--- config.mk ---
export PLATFORM = sky130hd
export DESIGN_NAME = rsk_ctrl
export DESIGN_NICKNAME = d
export VERILOG_FILES = /design/src/rtl/rsk_pkg.sv /design/src/rtl/rsk_ctrl.sv
export SDC_FILE = /design/constraint.sdc
export NUM_CORES = 1
export LEC_CHECK = 0
export BUFFER_PORTS_ARGS = -buffer_cell sky130_fd_sc_hd__buf_4
export CAP_MARGIN = 20
export CORE_AREA = 2 2 39 41
export CTS_CLUSTER_DIAMETER = 200
export DETAILED_ROUTE_END_ITERATION = 12
export DIE_AREA = 0 0 41 43
export HOLD_SLACK_MARGIN = 0.15
export PLACE_DENSITY_LB_ADDON = 0.05
export SLEW_MARGIN = 20
export SYNTH_ARGS = -nofsm -noshare
export SYNTH_HDL_FRONTEND = slang
export SYNTH_SLANG_ARGS = --single-unit
--- constraint.sdc ---
create_clock -name i_clk -period 3.8 [get_ports i_clk]
set_clock_uncertainty 0.2 [all_clocks]
set_input_delay 0.19 -clock i_clk [delete_from_list [all_inputs] [get_ports i_clk]]
set_output_delay 0.19 -clock i_clk [all_outputs]
set_load 0.1 [all_outputs]
--- src/rtl/rsk_pkg.sv ---
`timescale 1ns / 1ps

package rsk_pkg;

    localparam int KEY_W          = 31;
    localparam int IDX_W          = 16;
    localparam int PAIR_W         = KEY_W + IDX_W;
    localparam int MAX_ITEMS_DEF  = 64;
    localparam int DIGIT_BITS_DEF = 8;

    typedef enum logic [3:0] {
        S_LOAD,
        S_CHK,
        S_CLR,
        S_HIST_RD,
        S_HIST_CNT,
        S_HIST_WR,
        S_PFX,
        S_SC_RD,
        S_SC_CNT,
        S_SC_WR,
        S_OUT_RD,
        S_OUT_LD,
        S_OUT_WAIT
    } t_state;

    typedef struct packed {
        logic load;
        logic bin_clr;
        logic clr_step;
        logic idx_clr;
        logic idx_fill;
        logic hist_rd;
        logic cnt_rd;
        logic hist_wr;
        logic pfx_step;
        logic sc_rd;
        logic sc_wr;
        logic pass_end;
        logic out_rd;
        logic out_ld;
        logic set_done;
    } t_cmd;

    typedef struct packed {
        logic idx_end;
        logic idx_zero;
        logic bin_last;
        logic bin_end;
        logic rem_zero;
        logic out_last;
    } t_status;

endpackage

--- src/rtl/rsk_ctrl.sv ---
`timescale 1ns / 1ps

module rsk_ctrl (
    input  logic             i_clk,
    input  logic             i_rst_n,
    input  logic             i_in_valid,
    input  logic             i_last_in,
    input  logic             i_out_stall,
    input  rsk_pkg::t_status i_status,
    output rsk_pkg::t_cmd    o_cmd,
    output logic             o_in_stall,
    output logic             o_out_valid
);

    rsk_pkg::t_state r_state;
    rsk_pkg::t_state n_state;

    always_ff @(posedge i_clk) begin
        if (!i_rst_n) begin
            r_state <= rsk_pkg::S_LOAD;
        end else begin
            r_state <= n_state;
        end
    end

    always_comb begin
        n_state = r_state;
        o_cmd   = '0;
        case (r_state)
            rsk_pkg::S_LOAD: begin
                if (i_in_valid) begin
                    o_cmd.load = 1'b1;
                    if (i_last_in) begin
                        n_state = rsk_pkg::S_CHK;
                    end
                end
            end
            rsk_pkg::S_CHK: begin
                if (i_status.rem_zero) begin
                    o_cmd.idx_clr = 1'b1;
                    n_state       = rsk_pkg::S_OUT_RD;
                end else begin
                    o_cmd.bin_clr = 1'b1;
                    n_state       = rsk_pkg::S_CLR;
                end
            end
            rsk_pkg::S_CLR: begin
                o_cmd.clr_step = 1'b1;
                if (i_status.bin_last) begin
                    o_cmd.idx_clr = 1'b1;
                    n_state       = rsk_pkg::S_HIST_RD;
                end
            end
            rsk_pkg::S_HIST_RD: begin
                if (i_status.idx_end) begin
                    o_cmd.bin_clr = 1'b1;
                    n_state       = rsk_pkg::S_PFX;
                end else begin
                    o_cmd.hist_rd = 1'b1;
                    n_state       = rsk_pkg::S_HIST_CNT;
                end
            end
            rsk_pkg::S_HIST_CNT: begin
                o_cmd.cnt_rd = 1'b1;
                n_state      = rsk_pkg::S_HIST_WR;
            end
            rsk_pkg::S_HIST_WR: begin
                o_cmd.hist_wr = 1'b1;
                n_state       = rsk_pkg::S_HIST_RD;
            end
            rsk_pkg::S_PFX: begin
                o_cmd.pfx_step = 1'b1;
                if (i_status.bin_end) begin
                    o_cmd.idx_fill = 1'b1;
                    n_state        = rsk_pkg::S_SC_RD;
                end
            end
            rsk_pkg::S_SC_RD: begin
                if (i_status.idx_zero) begin
                    o_cmd.pass_end = 1'b1;
                    n_state        = rsk_pkg::S_CHK;
                end else begin
                    o_cmd.sc_rd = 1'b1;
                    n_state     = rsk_pkg::S_SC_CNT;
                end
            end
            rsk_pkg::S_SC_CNT: begin
                o_cmd.cnt_rd = 1'b1;
                n_state      = rsk_pkg::S_SC_WR;
            end
            rsk_pkg::S_SC_WR: begin
                o_cmd.sc_wr = 1'b1;
                n_state     = rsk_pkg::S_SC_RD;
            end
            rsk_pkg::S_OUT_RD: begin
                o_cmd.out_rd = 1'b1;
                n_state      = rsk_pkg::S_OUT_LD;
            end
            rsk_pkg::S_OUT_LD: begin
                o_cmd.out_ld = 1'b1;
                n_state      = rsk_pkg::S_OUT_WAIT;
            end
            rsk_pkg::S_OUT_WAIT: begin
                if (!i_out_stall) begin
                    if (i_status.out_last) begin
                        o_cmd.set_done = 1'b1;
                        n_state        = rsk_pkg::S_LOAD;
                    end else begin
                        o_cmd.out_rd = 1'b1;
                        n_state      = rsk_pkg::S_OUT_LD;
                    end
                end
            end
            default: begin
                n_state = rsk_pkg::S_LOAD;
            end
        endcase
    end

    assign o_in_stall  = (r_state != rsk_pkg::S_LOAD);
    assign o_out_valid = (r_state == rsk_pkg::S_OUT_WAIT);

endmodule

==> results of run 1 <==
[routing by layer]
metal / vias up / GRT usage, %
met5: - / 0
met4: 0 / 4.00
met3: 2 / 3.14
met2: 18 / 27.8
met1: 266 / 26.0
li1: 329 / -
[cell usage in the layout (no fill, tap or decap)]
cell type / instances
and2_1: 2
o21ai_0: 4
nor4_2: 1
clkbuf_4: 3
o21a_1: 1
o32ai_1: 1
a21boi_0: 1
dlygate4sd3_1: 1
o2111a_1: 1
o211ai_1: 1
inv_1: 6
dfxtp_1: 4
or4_4: 1
a21oi_1: 6
a221oi_1: 1
xnor2_1: 2
nor3b_1: 2
nand2_1: 8
o22ai_1: 1
nor2_1: 10
nor2b_1: 1
and3_1: 1
o21ba_2: 1
o221a_1: 1
buf_4: 27
nand2b_1: 1
nor3_1: 7
a21oi_2: 1
a31oi_1: 2
o211a_1: 1
or3_1: 1
nor4_1: 1
[critical path: cells and delay by family (launching register included)]
| family | cells | cell delay, ns |
|---|---|---|
| DFF | 1 | 0.66 |
| buffers and inverters | 2 | 0.51 |
| and+or+nand+nor | 2 | 0.49 |
| AOI/OAI and AO/OA | 1 | 0.07 |
[worst paths after layout]
| check | end | cells past startpoint | slack, ns | from |
|---|---|---|---|---|
| max | o_cmd[2] | 5 | 1.46 | r_state[2]$_SDFFE_PN0P_ |
| min | r_state[1]$_SDFFE_PN0P_ | 3 | 0.20 | i_status[0] |
| max reg2reg | r_state[1]$_SDFFE_PN0P_ | 4 | 1.73 | r_state[3]$_SDFFE_PN0P_ |
| min reg2reg | r_state[3]$_SDFFE_PN0P_ | 2 | 0.61 | r_state[3]$_SDFFE_PN0P_ |
[power groups by stage]
stage	clock, uW	sequential (uW)	combinational, uW
6_report	51.8	128	534
5_1_grt	57.9	136	565
4_1_cts	54.6	126	536
3_3_place_gp	0	128	535
3_5_place_dp	0	128	534
2_1_floorplan	0	65.6	508
[kinds of logic (layout without fill, tap and decap cells)]
group                     count (synthesis)  in the layout  synth area share (%)
buffers and inverters                    13             37                  12.1
DFF                                       4              4                  16.1
AOI/OAI and AO/OA                        23             23                  32.2
xor gates and xnor gates                  2              2                  3.53
and+or+nand+nor                          36             36                  36.0
[synthesized netlist by cell type, drive strengths merged (2+ instances only)]
cell type | count | area share, %
nor2 | 10 | 7.6
nand2 | 8 | 6.0
a21oi | 7 | 7.8
nor3 | 7 | 7.1
inv | 6 | 4.5
buf | 5 | 6.0
dfxtp | 4 | 16
o21ai | 4 | 4.0
a31oi | 2 | 2.5
and2 | 2 | 2.5
clkbuf | 2 | 1.5
nor3b | 2 | 3.0
nor4 | 2 | 2.5
xnor2 | 2 | 3.5
[through the flow]
stage               area [sq um]  total power (uW)  cells  hold WS, ns  worst slack, ns
floorplan                    503               574     78        0.108          0.00768
global placement             688               663    114        0.234             1.73
detailed placement           688               662    114        0.233             1.69
CTS                          721               717    118        0.188             1.45
global route                 721               759    118        0.210             1.29
finish                       721               714    118        0.198             1.46
[final cells by class]
cell class                 count  area, sq um
fill                         143          663
sequential                     4         80.1
multi-input combinational     61          363
inverter                       6         22.5
clock buffer                   3         22.5
tap                           16         20.0
timing repair buffer          28          213
==> impl_metrics.json, run 1 <==
{
  "outcome": "finished clean",
  "ant_nets": 0,
  "numPortBuffers": 27,
  "largest_reg_flops": 4,
  "max-cap-violations": 0,
  "holdBufCountCts": 1,
  "required_ns": 3.41,
  "routabilityCongestion": 0.821,
  "cts_setup_buffers": 0,
  "crit_chain": "inv_1, nor4_1, a21oi_1, nor3b_1, buf_4",
  "cts_buffers": 3,
  "crit_path_max_fanout": 17,
  "dp_hpwl_um": 1060,
  "syn-cell-area_sq_um": 497,
  "clkSlewWorstSetupHoldPaths_ns": 0.04,
  "track_usage_pct": 18.3,
  "top_register": "r_state",
  "vias": 615,
  "layout.nets": 115,
  "final-hold-violation-count": 0,
  "synth_ff_type": "dfxtp_1",
  "hp-class": "in2reg",
  "m1WireLength_um": 714,
  "via_per_inst": 5.21,
  "min_period_ns": 2.34,
  "synthCells": 78,
  "p_clk_share_pct": 7.3,
  "cts_resized": 0,
  "grt_max_degree": 20,
  "met3_length_um": 72,
  "ir_drop_uv": 414,
  "tightest_slew_ns": 0.650,
  "clock_sinks": 4,
  "grt_pass1_vias": 526,
  "slew_violations": 0,
  "max_freq_ghz": 0.428,
  "pwr-share-seq_pct": 17.9,
  "drc": 0,
  "ys_seq_area_share_pct": 16.1,
  "ios": 28,
  "tns_ns": 0,
  "largestRegisters": "r_state: 4 flops",
  "pwr-share-comb_pct": 74.8,
  "synth_edf_count": 0,
  "rsz0062_at_grt": "false",
  "critPathLaunchType": "flop",
  "core_area_sq_um": 1380,
  "worstPathArrival_ns": 1.95,
  "swShare_pct": 66.8,
  "synthArstFlopShare_pct": 0,
  "ys_ff_latch": 4,
  "power_switching_uw": 477,
  "first_pass_iters": 4,
  "antenna_found_initial": 0,
  "relSlewSlack_pct": 56.6,
  "drive_gt1_share_pct": 33.3,
  "initial_core_util_pct": 35.9,
  "syn_area_per_cell_sq_um": 6.37,
  "synth.distinct_cells": 32,
  "path_class": "reg2out",
  "fp.dieW_um": 41,
  "diodes": 0,
  "routed_wirelength_um": 1460,
  "final_core_util_pct": 52.1,
  "cp_slowest_stage_delay_ns": 0.66,
  "crit_path_top_delay_cell": "dfxtp_1",
  "routed.top_layer": "met4",
  "grt_pass1_wl_um": 2300,
  "worstSkewPairLatency_ns": 0.23,
  "initialDrtViolationCount": 6,
  "cts.path.max_buffers": 2,
  "power.density_nw_per_um2": 990,
  "syn_nets": 89,
  "met2WireLength_um": 652,
  "fin_crit_sh_pct": 61.5,
  "area_growth_pct": 45.1,
  "cts-htree-levels": 1,
  "cts_tree": "yes",
  "die_h_um": 43,
  "yosysWarnings": 0,
  "die_area_sq_um": 1760,
  "wl_per_cell_um": 12.3,
  "root_buffer": "clkbuf_4",
  "internal-power_uw": 237,
  "p_leak_uw": 0.000319,
  "finalSetupViolCount": 0,
  "overflow": 0,
  "cp-end-kind": "primary output",
  "rows": 14
}
(Power assumes the default switching activity.)
==> run 2, diff against run 1 <==
==> constraint.sdc (replaced) <==
create_clock -name i_clk -period 2.35 [get_ports i_clk]
set_clock_uncertainty 0.2 [all_clocks]
set_input_delay 0.1175 -clock i_clk [delete_from_list [all_inputs] [get_ports i_clk]]
set_output_delay 0.1175 -clock i_clk [all_outputs]
set_load 0.1 [all_outputs]
==> impl_metrics.json, run 2 (synthesis gave the netlist of run 1 again) <==
{
  "power.density_nw_per_um2": 1510,
  "vias": 674,
  "die_area_sq_um": 1760,
  "grt_pass1_wl_um": 2390,
  "numPortBuffers": 27,
  "p_leak_uw": 0.000378,
  "mostFrequentLayoutCell": "buf_4",
  "rows": 14,
  "diodes": 0,
  "routabilityCongestion": 0.840,
  "cp-end-kind": "flop",
  "clock_sinks": 4,
  "area_growth_pct": 70.8,
  "path_class": "reg2reg",
  "worstPathArrival_ns": 2.21,
  "worst_hold_slack_ns": 0.176,
  "root_buffer": "clkbuf_4",
  "initialDrtViolationCount": 10,
  "crit_path_max_fanout": 11,
  "cts_tree": "yes",
  "drc": 0,
  "required_ns": 2.33,
  "ant_nets": 0,
  "cts_buffers": 3,
  "worstSkewPairLatency_ns": 0.24,
  "outcome": "finished clean",
  "slew_violations": 0,
  "die_h_um": 43,
  "cts.path.max_buffers": 2,
  "final-hold-violation-count": 0,
  "largest_reg_flops": 4,
  "tns_ns": 0,
  "tightest_slew_ns": 0.413,
  "core_area_sq_um": 1380,
  "via_per_inst": 5.31,
  "grt_max_degree": 18,
  "finalSetupViolCount": 0,
  "fin_crit_sh_pct": 95.0,
  "largestRegisters": "r_state: 4 flops",
  "clkSlewWorstSetupHoldPaths_ns": 0.04,
  "max_freq_ghz": 0.448,
  "relSlewSlack_pct": 72.4,
  "hp-class": "in2reg",
  "fill_cells": 148,
  "layout_common_cells": "buf_4, nand2_1, inv_1, nor2_1, a21oi_1",
  "drive_gt1_share_pct": 45.0,
  "critPathLaunchType": "flop",
  "ir_drop_uv": 969,
  "track_usage_pct": 18.8,
  "fp.dieW_um": 41,
  "min_period_ns": 2.23,
  "first_pass_iters": 5,
  "antenna_found_initial": 0,
  "cts-htree-levels": 1,
  "initial_core_util_pct": 35.9,
  "routed_wirelength_um": 1500,
  "wl_per_cell_um": 11.8,
  "max-cap-violations": 0,
  "top_register": "r_state",
  "rsz0062_at_grt": "false",
  "dp_hpwl_um": 1100,
  "grt_pass1_vias": 597,
  "layout.nets": 124,
  "ios": 28,
  "overflow": 0
}
run 2: area by class of cell:
type                    count  area, sq um  share of cell area, %
repair buffers             37          290                   34.2
well taps                  16         20.0                   2.36
flip-flops and latches      4         81.3                   9.59
clock buffers               3         22.5                   2.65
inverters                   6         22.5                   2.65
multi-input cells          61          412                   48.5
run 2: critical path, stage by stage, from the launching register on:
cell,delay [ns]
dfxtp_1,0.56
buf_4,0.23
nor3_2,0.05
a221oi_1,0.37
dlygate4sd3_1,0.62
o211a_1,0.14
run 2: final timing paths:
kind	startpoint	to	slack (ns)	depth (start not counted)
max	r_state[2]$_SDFFE_PN0P_	r_state[0]$_SDFFE_PN0P_	0.12	5
min	i_status[4]	r_state[0]$_SDFFE_PN0P_	0.18	4
max reg2reg	r_state[2]$_SDFFE_PN0P_	r_state[0]$_SDFFE_PN0P_	0.12	5
min reg2reg	r_state[0]$_SDFFE_PN0P_	r_state[0]$_SDFFE_PN0P_	0.50	2
run 2: report_power, final:
part           total, uW  leakage [uW]  internal [uW]  switching [uW]
clock network       87.3     0.0000138           57.3            30.1
registers            139     0.0000330           95.9            43.1
logic               1060      0.000331            306             752
total               1280      0.000378            459             826
run 2: through the flow:
stage          setup WS, ns  util (%)  power, uW  area (sq um)  std cells
6_report              0.117      61.3       1280           848        127
3_3_place_gp          0.495      56.0       1160           774        119
2_1_floorplan        -0.852         -        969           552         78
4_1_cts               0.103      61.2       1280           847        127
5_1_grt             0.00534      61.3       1360           848        127
3_5_place_dp          0.449      56.0       1160           774        119
run 2: layer usage:
layer / routed length [um] / GRT usage (%)
met1: 683 / 25.0
met2: 719 / 30.3
met3: 95 / 3.14
met4: 0 / 4.00
met5: 0 / 0
run 2: what timing repair did:
action / 4_1_cts / 5_1_grt
gates resized for setup: 0 / 1
endpoints found under the hold margin: 4 / 0
buffers inserted: 0 / 0
endpoints found under the setup margin: 0 / 1
hold buffers: 5 / 0
